===== src/hw/rtl/keyframe_interpolator_core_defines.svh =====
// assertion macros shared by the keyframe interpolator rtl
// depends on nothing; the asserting module provides clk_i and rst_ni
`ifndef KEYFRAME_INTERPOLATOR_CORE_DEFINES_SVH
`define KEYFRAME_INTERPOLATOR_CORE_DEFINES_SVH

`ifndef SYNTHESIS
// property must hold at every clock edge out of reset
`define KFI_ASSERT(name, prop, msg) \
  name: assert property (@(posedge clk_i) disable iff (!rst_ni) (prop)) else $error(msg);
// when the trigger holds, the property must hold in the next cycle
`define KFI_ASSERT_NEXT(name, trig, prop, msg) \
  name: assert property (@(posedge clk_i) disable iff (!rst_ni) (trig) |=> (prop)) \
    else $error(msg);
`else
`define KFI_ASSERT(name, prop, msg)
`define KFI_ASSERT_NEXT(name, trig, prop, msg)
`endif

`endif


===== src/hw/rtl/kfi_pkg.sv =====
// types and constants of the keyframe interpolator
// depends on nothing
package kfi_pkg;

  localparam int unsigned TimeW  = 16;
  localparam int unsigned PixW   = 16;
  localparam int unsigned ScaleW = 16;
  localparam int unsigned AlphaW = 8;
  localparam int unsigned MsW    = 32;
  localparam int unsigned FracW  = 17;  // 0..65536
  localparam int unsigned FiW    = 4;   // reported frame index
  localparam int unsigned InW    = 104;
  localparam int unsigned OutW   = 64;

  // request kinds on tuser
  localparam logic CmdAppend = 1'b0;
  localparam logic CmdTick   = 1'b1;

  typedef struct packed {
    logic [AlphaW-1:0] alpha;
    logic [ScaleW-1:0] scale;
    logic [PixW-1:0]   y;
    logic [PixW-1:0]   x;
    logic [TimeW-1:0]  time_ms;
  } kfi_entry_t;

  typedef enum logic [3:0] {
    S_IDLE,
    S_RD_NEXT,
    S_CHK_NEXT,
    S_CHK_LAST,
    S_GET_A,
    S_GET_B,
    S_DIV,
    S_LERP,
    S_DONE
  } kfi_state_e;

  typedef enum logic [1:0] {
    LANE_X,
    LANE_Y,
    LANE_SCALE,
    LANE_ALPHA
  } kfi_lane_e;

endpackage


===== src/hw/rtl/keyframe_interpolator_core.sv =====
// keyframe interpolator: keyframe table in a synchronous memory with linear interpolation
// depends on kfi_pkg and keyframe_interpolator_core_defines.svh
//
// One request in, one result out. An append request (tuser = 0) writes a keyframe into the
// next free slot of a MAX_FRAMES deep table when one is free, then answers. A tick request
// (tuser = 1) carries the current millisecond time; the first tick starts the animation.
// A tick walks the table through the single memory read port (next key, last key, current
// key, next key; one registered read each), then forms the Q1.16 fraction with a
// restoring divider at one quotient bit per cycle, then interpolates x, y, scale and alpha
// through one shared multiplier, one field per cycle. A fraction that saturates to one skips
// the divider; an empty table skips the walk and the interpolation.
// Requests are taken one at a time; the result register lets the next request in while a
// result still waits on the master side. No clearing pass: only written entries are used.
`include "keyframe_interpolator_core_defines.svh"

module keyframe_interpolator_core #(
  parameter int unsigned MAX_FRAMES = 16
) (
  input  logic                      clk_i,
  input  logic                      rst_ni,
  input  logic                      s_axis_tvalid,
  output logic                      s_axis_tready,
  // now_ms[31:0], key_time_ms[47:32], key_x[63:48], key_y[79:64],
  // key_scale[95:80], key_alpha[103:96]
  input  logic [kfi_pkg::InW-1:0]   s_axis_tdata,
  // cmd[0]
  input  logic                      s_axis_tuser,
  output logic                      m_axis_tvalid,
  input  logic                      m_axis_tready,
  // accepted[0], started[1], ended[2], frame_index[6:3], out_x[22:7], out_y[38:23],
  // out_scale[54:39], out_alpha[62:55], zero[63]
  output logic [kfi_pkg::OutW-1:0]  m_axis_tdata
);
  import kfi_pkg::*;

  localparam int unsigned AW = (MAX_FRAMES > 1) ? $clog2(MAX_FRAMES) : 1;
  localparam int unsigned CW = $clog2(MAX_FRAMES + 1);
  localparam int unsigned DivCntW = 4;  // 16 quotient bits

  // ---------------------------------------------------------------------------------------
  // state
  // ---------------------------------------------------------------------------------------
  kfi_state_e        state_q, state_d;
  kfi_lane_e         lane_q;
  logic [CW-1:0]     count_q;        // frames stored
  logic [AW-1:0]     cur_q;          // current frame
  logic [AW-1:0]     nxt_q;          // frame interpolated toward
  logic              started_q;
  logic [MsW-1:0]    anim_start_q;
  logic [MsW-1:0]    frame_start_q;
  logic [MsW-1:0]    now_q;
  logic [MsW-1:0]    elapsed_q;
  logic [DivCntW-1:0] div_cnt_q;
  logic [TimeW-1:0]  rem_q;          // divider remainder, always below the divisor
  logic [FracW-1:0]  f_q;            // fraction, shifts in quotient bits while dividing
  kfi_entry_t        a_q, b_q;

  // result being built
  logic              res_acc_q;
  logic              res_started_q;
  logic              res_ended_q;
  logic [FiW-1:0]    res_idx_q;
  logic [PixW-1:0]   res_x_q;
  logic [PixW-1:0]   res_y_q;
  logic [ScaleW-1:0] res_scale_q;
  logic [AlphaW-1:0] res_alpha_q;

  // output register
  logic              m_valid_q;
  logic [OutW-1:0]   m_data_q;

  // keyframe memory, one write and one registered read port
  kfi_entry_t        mem_q [MAX_FRAMES];
  kfi_entry_t        rd_q;
  logic [AW-1:0]     raddr;
  logic              wen;

  // ---------------------------------------------------------------------------------------
  // request unpacking
  // ---------------------------------------------------------------------------------------
  logic              s_fire;
  logic [MsW-1:0]    in_now;
  kfi_entry_t        in_entry;
  logic              out_free;
  logic              room;

  assign s_fire         = s_axis_tvalid && s_axis_tready;
  assign in_now         = s_axis_tdata[31:0];
  // key fields sit above now_ms in the same order as the entry struct
  assign in_entry       = s_axis_tdata[InW-1:MsW];
  assign out_free       = !m_valid_q || m_axis_tready;
  assign room           = count_q < CW'(MAX_FRAMES);
  assign wen            = s_fire && (s_axis_tuser == CmdAppend) && room;

  // next keyframe after idx, held at the last stored frame
  function automatic logic [AW-1:0] next_of(input logic [AW-1:0] idx,
                                            input logic [CW-1:0] cnt);
    logic [CW:0] inc;
    logic [CW-1:0] last;
    inc  = (CW+1)'(idx) + (CW+1)'(1);
    last = cnt - CW'(1);
    if ((CW+1)'(cnt) > inc) begin
      return inc[AW-1:0];
    end else begin
      return last[AW-1:0];
    end
  endfunction

  // ---------------------------------------------------------------------------------------
  // datapath helpers
  // ---------------------------------------------------------------------------------------
  logic              advance;        // elapsed time has passed the next keyframe
  logic [AW-1:0]     nxt_adv;
  logic [MsW-1:0]    frame_d_ms;     // time since frame start
  logic              sat_frac;
  logic [TimeW:0]    rem_dbl;
  logic              qbit;
  logic [CW-1:0]     last_idx;

  assign advance    = elapsed_q > MsW'(rd_q.time_ms);
  assign nxt_adv    = next_of(nxt_q, count_q);
  assign frame_d_ms = now_q - frame_start_q;
  assign sat_frac   = (rd_q.time_ms == '0) || (frame_d_ms >= MsW'(rd_q.time_ms));
  assign rem_dbl    = {rem_q, 1'b0};
  assign qbit       = rem_dbl >= (TimeW+1)'(b_q.time_ms);
  assign last_idx   = count_q - CW'(1);

  // shared interpolator: a + (b - a) * f, rounded half up, in offset binary for signed fields
  logic [15:0]        la, lb;
  logic signed [16:0] diff;
  logic signed [34:0] prod;
  logic signed [34:0] acc;
  logic [15:0]        lv;

  always_comb begin
    case (lane_q)
      LANE_X: begin
        la = a_q.x ^ 16'h8000;
        lb = b_q.x ^ 16'h8000;
      end
      LANE_Y: begin
        la = a_q.y ^ 16'h8000;
        lb = b_q.y ^ 16'h8000;
      end
      LANE_SCALE: begin
        la = a_q.scale;
        lb = b_q.scale;
      end
      default: begin
        la = {8'h00, a_q.alpha};
        lb = {8'h00, b_q.alpha};
      end
    endcase
  end

  assign diff = $signed({1'b0, lb}) - $signed({1'b0, la});
  assign prod = diff * $signed({1'b0, f_q});
  assign acc  = $signed({3'b000, la, 16'h8000}) + prod;
  assign lv   = acc[31:16];

  // ---------------------------------------------------------------------------------------
  // sequencer: next state
  // ---------------------------------------------------------------------------------------
  always_comb begin
    state_d = state_q;
    unique case (state_q)
      S_IDLE: begin
        if (s_fire) begin
          state_d = (s_axis_tuser == CmdTick) ? S_RD_NEXT : S_DONE;
        end
      end
      S_RD_NEXT:  state_d = (count_q == '0) ? S_DONE : S_CHK_NEXT;
      S_CHK_NEXT: state_d = S_CHK_LAST;
      S_CHK_LAST: state_d = S_GET_A;
      S_GET_A:    state_d = S_GET_B;
      S_GET_B:    state_d = sat_frac ? S_LERP : S_DIV;
      S_DIV:      state_d = (div_cnt_q == '1) ? S_LERP : S_DIV;
      S_LERP:     state_d = (lane_q == LANE_ALPHA) ? S_DONE : S_LERP;
      S_DONE:     state_d = out_free ? S_IDLE : S_DONE;
      default:    state_d = S_IDLE;
    endcase
  end

  // sequencer: outputs (request ready, memory read address)
  always_comb begin
    s_axis_tready = 1'b0;
    raddr         = cur_q;
    unique case (state_q)
      S_IDLE:     s_axis_tready = 1'b1;
      S_RD_NEXT:  raddr = next_of(cur_q, count_q);
      S_CHK_NEXT: raddr = last_idx[AW-1:0];
      S_CHK_LAST: raddr = cur_q;
      S_GET_A:    raddr = nxt_q;
      default:    raddr = cur_q;
    endcase
  end

  // ---------------------------------------------------------------------------------------
  // keyframe memory
  // ---------------------------------------------------------------------------------------
  always_ff @(posedge clk_i) begin
    if (wen) begin
      mem_q[count_q[AW-1:0]] <= in_entry;
    end
    rd_q <= mem_q[raddr];
  end

  // ---------------------------------------------------------------------------------------
  // control and animation registers
  // ---------------------------------------------------------------------------------------
  always_ff @(posedge clk_i or negedge rst_ni) begin
    if (!rst_ni) begin
      state_q       <= S_IDLE;
      lane_q        <= LANE_X;
      count_q       <= '0;
      cur_q         <= '0;
      nxt_q         <= '0;
      started_q     <= 1'b0;
      anim_start_q  <= '0;
      frame_start_q <= '0;
      div_cnt_q     <= '0;
      m_valid_q     <= 1'b0;
    end else begin
      state_q <= state_d;
      // result register: load a finished result, else drain when taken
      if (state_q == S_DONE && out_free) begin
        m_valid_q <= 1'b1;
      end else if (m_axis_tready) begin
        m_valid_q <= 1'b0;
      end
      unique case (state_q)
        S_IDLE: begin
          if (wen) begin
            count_q <= count_q + CW'(1);
          end
          // first tick starts the animation
          if (s_fire && (s_axis_tuser == CmdTick) && !started_q) begin
            started_q     <= 1'b1;
            anim_start_q  <= in_now;
            frame_start_q <= in_now;
            cur_q         <= '0;
          end
        end
        S_RD_NEXT:  nxt_q <= next_of(cur_q, count_q);
        S_CHK_NEXT: begin
          if (advance) begin
            frame_start_q <= now_q;
            cur_q         <= nxt_q;
            nxt_q         <= nxt_adv;
          end
        end
        S_GET_B: begin
          div_cnt_q <= '0;
          lane_q    <= LANE_X;
        end
        S_DIV:  div_cnt_q <= div_cnt_q + DivCntW'(1);
        S_LERP: lane_q <= kfi_lane_e'(lane_q + 2'd1);
        default: ;
      endcase
    end
  end

  // ---------------------------------------------------------------------------------------
  // payload registers
  // ---------------------------------------------------------------------------------------
  always_ff @(posedge clk_i) begin
    unique case (state_q)
      S_IDLE: begin
        if (s_fire) begin
          now_q         <= in_now;
          res_acc_q     <= (s_axis_tuser == CmdTick) || room;
          res_started_q <= (s_axis_tuser == CmdTick) || started_q;
          res_ended_q   <= 1'b0;
          res_idx_q     <= '0;
          res_x_q       <= '0;
          res_y_q       <= '0;
          res_scale_q   <= '0;
          res_alpha_q   <= '0;
        end
      end
      S_RD_NEXT: begin
        elapsed_q <= now_q - anim_start_q;
        if (count_q == '0) begin
          res_ended_q <= 1'b1;
          res_idx_q   <= FiW'(cur_q);
        end
      end
      S_CHK_LAST: begin
        res_ended_q <= elapsed_q >= MsW'(rd_q.time_ms);
        res_idx_q   <= FiW'(cur_q);
      end
      S_GET_A: a_q <= rd_q;
      S_GET_B: begin
        b_q   <= rd_q;
        rem_q <= frame_d_ms[TimeW-1:0];
        f_q   <= sat_frac ? FracW'(17'h10000) : '0;
      end
      S_DIV: begin
        rem_q <= qbit ? TimeW'(rem_dbl - (TimeW+1)'(b_q.time_ms)) : rem_dbl[TimeW-1:0];
        f_q   <= {f_q[FracW-2:0], qbit};
      end
      S_LERP: begin
        case (lane_q)
          LANE_X:     res_x_q     <= lv ^ 16'h8000;
          LANE_Y:     res_y_q     <= lv ^ 16'h8000;
          LANE_SCALE: res_scale_q <= lv;
          default:    res_alpha_q <= lv[AlphaW-1:0];
        endcase
      end
      S_DONE: begin
        if (out_free) begin
          m_data_q <= {1'b0, res_alpha_q, res_scale_q, res_y_q, res_x_q, res_idx_q,
                       res_ended_q, res_started_q, res_acc_q};
        end
      end
      default: ;
    endcase
  end

  assign m_axis_tvalid = m_valid_q;
  assign m_axis_tdata  = m_data_q;

  // ---------------------------------------------------------------------------------------
  // assertions
  // ---------------------------------------------------------------------------------------
  `KFI_ASSERT(a_count_bound, count_q <= CW'(MAX_FRAMES), "frame count beyond table depth")
  `KFI_ASSERT(a_cur_in_table, (count_q == '0) || ((CW+1)'(cur_q) < (CW+1)'(count_q)),
              "current frame outside stored frames")
  `KFI_ASSERT(a_div_started, (state_q != S_DIV && state_q != S_LERP) || started_q,
              "interpolation running before animation start")
  `KFI_ASSERT_NEXT(a_done_loads, state_q == S_DONE && out_free, m_valid_q && state_q == S_IDLE,
                   "finished result not presented")

endmodule

===== config.mk =====
export PLATFORM = sky130hd
export DESIGN_NAME = keyframe_interpolator_core
export DESIGN_NICKNAME = d
export VERILOG_FILES = /design/src/hw/rtl/kfi_pkg.sv /design/src/hw/rtl/keyframe_interpolator_core.sv
export VERILOG_INCLUDE_DIRS = /design/src /design/src/hw/rtl
export SDC_FILE = /design/constraint.sdc
export NUM_CORES = 2
export LEC_CHECK = 0
export ABC_AREA = 1
export BUFFER_PORTS_ARGS = -buffer_cell sky130_fd_sc_hd__buf_2
export CORE_MARGIN = 3
export CORE_UTILIZATION = 60
export DETAILED_ROUTE_END_ITERATION = 16
export PLACE_DENSITY_LB_ADDON = 0.2
export RECOVER_POWER = 50
export SLEW_MARGIN = 20
export SYNTH_ARGS = -nofsm -noshare
export SYNTH_HDL_FRONTEND = slang
export SYNTH_SLANG_ARGS = --single-unit

===== constraint.sdc =====
create_clock -name clk_i -period 9.2 [get_ports clk_i]
set_clock_uncertainty 0.05 [all_clocks]
set_input_delay 1.84 -clock clk_i [delete_from_list [all_inputs] [get_ports clk_i]]
set_output_delay 1.84 -clock clk_i [all_outputs]
set_load 0.05 [all_outputs]

==> impl_metrics.prom <==
# TYPE chip_impl_metric gauge
chip_impl_metric{name="synth-compound-area-share",unit="%"} 3.83
chip_impl_info{name="worst-setup-path-type",value="flop to flop"} 1
chip_impl_metric{name="synth-simple-area-share",unit="%"} 19.8
chip_impl_info{name="mostFrequentLayoutCell",value="sky130_fd_sc_hd__nand2_1"} 1
chip_impl_metric{name="gp_routability_congestion",unit=""} 0.956
chip_impl_metric{name="floorplan.rows",unit=""} 135
chip_impl_metric{name="first_pass_iteration_count_of_the_detailed_router",unit=""} 6
chip_impl_info{name="regToRegEndpoint",value="res_x_q[11]"} 1
chip_impl_metric{name="hold-worst-slack",unit="ns"} 0.355
chip_impl_metric{name="post_synth_inst_count",unit=""} 7890
chip_impl_metric{name="cts_max_level",unit=""} 4
chip_impl_metric{name="hpwlAfterDp",unit="mm"} 134
chip_impl_metric{name="average_wire_per_standard_cell",unit="um"} 22.6
chip_impl_metric{name="finalCriticalPeriod",unit="ns"} 8.67
chip_impl_metric{name="top_level_ports",unit=""} 175
chip_impl_metric{name="post_dp_cell_area",unit="um2"} 85400
chip_impl_metric{name="final_nets",unit=""} 8571
chip_impl_metric{name="post_synth_arst_share",unit="%"} 5.35
chip_impl_info{name="combinational_family_with_the_most_area_after_synthesis",value="simple AND/OR/NAND/NOR gates"} 1
chip_impl_metric{name="timing.critical_path.arrival",unit="ns"} 9.14
chip_impl_metric{name="track_usage",unit="%"} 31.3
chip_impl_metric{name="peak_per_stage_delay_on_the_critical_path",unit="ns"} 0.57
chip_impl_metric{name="design.core.area",unit="um2"} 136000
chip_impl_info{name="critical_path.startpoint_type",value="flop"} 1
chip_impl_metric{name="cts_max_path_buffers",unit=""} 3
chip_impl_metric{name="fin_crit_sh",unit="%"} 94.2
chip_impl_info{name="violations_in_the_final_reports",value="max-capacitance violations, max-slew violations"} 1
chip_impl_info{name="cts.root.buffer_cell",value="sky130_fd_sc_hd__clkbuf_16"} 1
chip_impl_metric{name="route.detailed.drc",unit=""} 0
chip_impl_metric{name="ys_seq_area_share",unit="%"} 58.8
chip_impl_metric{name="final_number_of_hold_violating_endpoints",unit=""} 0
chip_impl_metric{name="max-cap-violations",unit=""} 8
chip_impl_metric{name="syn-cell-area",unit="um2"} 83000
chip_impl_metric{name="finalCoreUtilization",unit="%"} 66.7
chip_impl_metric{name="antenna_violating_nets_post_route",unit=""} 0
chip_impl_metric{name="initial_utilization",unit="%"} 60.8
chip_impl_metric{name="die_width",unit="um"} 378
chip_impl_metric{name="globalRouteOverflowTotal",unit=""} 0
chip_impl_metric{name="setup-violations-final",unit=""} 0
chip_impl_metric{name="vias_per_cell",unit=""} 5.84
chip_impl_metric{name="design.die.area",unit="um2"} 143000
chip_impl_metric{name="timing.critical_path.required",unit="ns"} 9.68
chip_impl_metric{name="drive_above_1_share",unit="%"} 5.77
chip_impl_info{name="critical_path_end_type",value="flop"} 1
chip_impl_metric{name="path_max_fanout",unit=""} 19
chip_impl_metric{name="grt_start_max_net_pins",unit=""} 199
chip_impl_metric{name="clkLatencyLatePin",unit="ns"} 0.81
chip_impl_metric{name="portBuffers",unit=""} 173
chip_impl_metric{name="vias_in_the_first_global_route",unit=""} 55500
chip_impl_metric{name="via_count",unit=""} 57800
chip_impl_metric{name="synth_edf_count",unit=""} 1503
chip_impl_info{name="timing.rr.start",value="lane_q[0]"} 1
chip_impl_metric{name="total_negative_setup_slacks",unit="ns"} 0
chip_impl_info{name="status",value="finished with violations"} 1
chip_impl_info{name="min-delay-start",value="rd_q[69]"} 1
chip_impl_metric{name="cts-buffers-inserted",unit=""} 166
chip_impl_metric{name="global_route_wire_length_before_repair",unit="mm"} 337
chip_impl_metric{name="grt_antenna_before_repair",unit=""} 22
chip_impl_metric{name="highest_achievable_clock_rate",unit="MHz"} 115
chip_impl_metric{name="yosys_warnings",unit=""} 0
chip_impl_metric{name="layout-area-overhead-vs-synth",unit="%"} 9.62
chip_impl_metric{name="holdPathStages",unit=""} 0
chip_impl_metric{name="number_of_nets_produced_by_synthesis",unit=""} 8506
chip_impl_info{name="holdPathEnd",value="a_q[69]"} 1
chip_impl_metric{name="final_wl",unit="mm"} 224
chip_impl_metric{name="ctsHoldBuffers",unit=""} 0
chip_impl_metric{name="synth.lib_cells_used.distinct",unit=""} 56
chip_impl_info{name="tritoncts",value="done"} 1
chip_impl_metric{name="slew-limit-headroom",unit="%"} -137
chip_impl_metric{name="drv_slew",unit=""} 336
chip_impl_metric{name="synthesized_flop_and_latch_total",unit=""} 1664
chip_impl_metric{name="cts.clk_slew.worst_paths",unit="ns"} 0.06
chip_impl_metric{name="rr_worst_depth",unit=""} 35
chip_impl_info{name="path_common_cell",value="sky130_fd_sc_hd__inv_1"} 1
chip_impl_metric{name="stdcell_area",unit="um2"} 91000
chip_impl_metric{name="multiplexer_share_of_the_synthesized_area",unit="%"} 0.0392
chip_impl_info{name="timing.critical_path.slowest_stage_cell",value="sky130_fd_sc_hd__fa_1"} 1
chip_impl_metric{name="mean_instance_size_in_the_synthesized_netlist",unit="um2"} 10.5
chip_impl_metric{name="synth_fa_ha_area_share",unit="%"} 9.83
chip_impl_metric{name="worst_slew_pin_slew",unit="ns"} 3.56
chip_impl_metric{name="reg2reg_slack",unit="ns"} 0.53
chip_impl_info{name="synthFlopType",value="sky130_fd_sc_hd__edfxtp_1"} 1
chip_impl_metric{name="die_y",unit="um"} 378
chip_impl_metric{name="cts_num_sinks",unit=""} 1664
chip_impl_metric{name="drt-initial-drc-count",unit=""} 6364
chip_impl_info{name="mostFrequentLayoutCells",value="sky130_fd_sc_hd__nand2_1, sky130_fd_sc_hd__edfxtp_1, sky130_fd_sc_hd__inv_1"} 1
chip_impl_metric{name="fill_cells",unit=""} 10400
chip_impl_metric{name="post_synth_xor_area_fraction",unit="%"} 0.823
chip_impl_info{name="hold_path.class",value="flop to flop"} 1
-- what timing repair did --
item | 4_1_cts | 5_1_grt
gates resized for setup | 0 | 21
setup buffers | 0 | 13
setup endpoints to repair | 0 | 42
-- metal layers --
layer	vias to the layer above	global-route usage (%)	part of all wire, %
met5	-	0	0.042
met4	14	10.8	3.4
met3	435	5.39	8.7
met2	2482	50.0	47
met1	28200	43.9	41
li1	26700	-	-
-- worst max-delay path by stage --
stage / startpoint / endpoint / cells after the start / slack, ns
5_1_grt: lane_q[0] / res_x_q[11] / 39 / -0.04
3_5_place_dp: lane_q[0] / res_y_q[8] / 34 / 0.27
4_1_cts: lane_q[0] / res_x_q[8] / 34 / 0.26
2_1_floorplan: lane_q[0] / res_x_q[15] / 37 / 1.15
6_report: lane_q[0] / res_x_q[11] / 35 / 0.53
3_3_place_gp: lane_q[0] / res_scale_q[15] / 39 / 0.43
-- sequential cells by signal, indices dropped and copies added, names as in the netlist, 56 cells and up --
name          count
rd_q             72
m_axis_tdata     63
a_q              56
b_q              72
mem_q          1152
-- logic make-up after synthesis --
kind of cell / Yosys count
AND/OR/NAND/NOR: 3678
AO/OA/AOI/OAI: 534
other: 1
buffers and inverters: 1425
multiplexers: 3
adder cells (fa/ha/maj): 507
XOR/XNOR: 78
flip-flops: 1664
-- synthesized netlist by cell type, types with 21 or more instances --
library cell	instances	area, um2
sky130_fd_sc_hd__buf_4	45	338
sky130_fd_sc_hd__a31oi_1	43	269
sky130_fd_sc_hd__nand3_1	1039	5200
sky130_fd_sc_hd__xor2_1	57	499
sky130_fd_sc_hd__nor3_1	28	140
sky130_fd_sc_hd__o211ai_1	87	653
sky130_fd_sc_hd__nand4_1	30	188
sky130_fd_sc_hd__dfrtp_1	89	2230
sky130_fd_sc_hd__buf_1	37	139
sky130_fd_sc_hd__xnor2_1	21	184
sky130_fd_sc_hd__fa_1	242	4840
sky130_fd_sc_hd__nand3b_1	292	2190
sky130_fd_sc_hd__o21ai_0	105	526
sky130_fd_sc_hd__dfxtp_1	72	1440
sky130_fd_sc_hd__nor2_1	372	1400
sky130_fd_sc_hd__a21oi_1	211	1060
sky130_fd_sc_hd__buf_2	121	606
sky130_fd_sc_hd__inv_1	1043	3920
sky130_fd_sc_hd__clkbuf_1	154	578
sky130_fd_sc_hd__ha_1	265	3320
sky130_fd_sc_hd__edfxtp_1	1503	45100
sky130_fd_sc_hd__nand2_1	1874	7030
-- worst max-delay path: cells and delay by family (launching register included) --
family	cells	cell delay, ns
AOI/OAI and AO/OA	7	1.21
buffers and inverters	9	1.06
DFF	1	0.39
adders and majority gates	10	4.41
and+or+nand+nor	9	1.29
-- metrics by stage --
stage | std cells | setup WS, ns
floorplan | 7890 | 1.15
global placement | 9551 | 0.432
detailed placement | 9551 | 0.270
CTS | 9861 | 0.263
global route | 9884 | -0.0383
finish | 9894 | 0.532
-- final cells by class --
cell class	instances	area (um2)	area share [%]
Clock buffer	232	4580	5.04
Clock inverter	78	972	1.07
Inverter	1059	4010	4.41
Multi-Input combinational cell	4801	28700	31.6
Timing Repair inverter	1	7.51	0.00825
Sequential cell	1664	48800	53.6
Timing Repair Buffer	262	1650	1.81
Antenna cell	16	40.0	0.0440
Tap cell	1781	2230	2.45
Power is not shown: default switching activity piles up to over one toggle a cycle in this logic, so the estimate is an artifact.
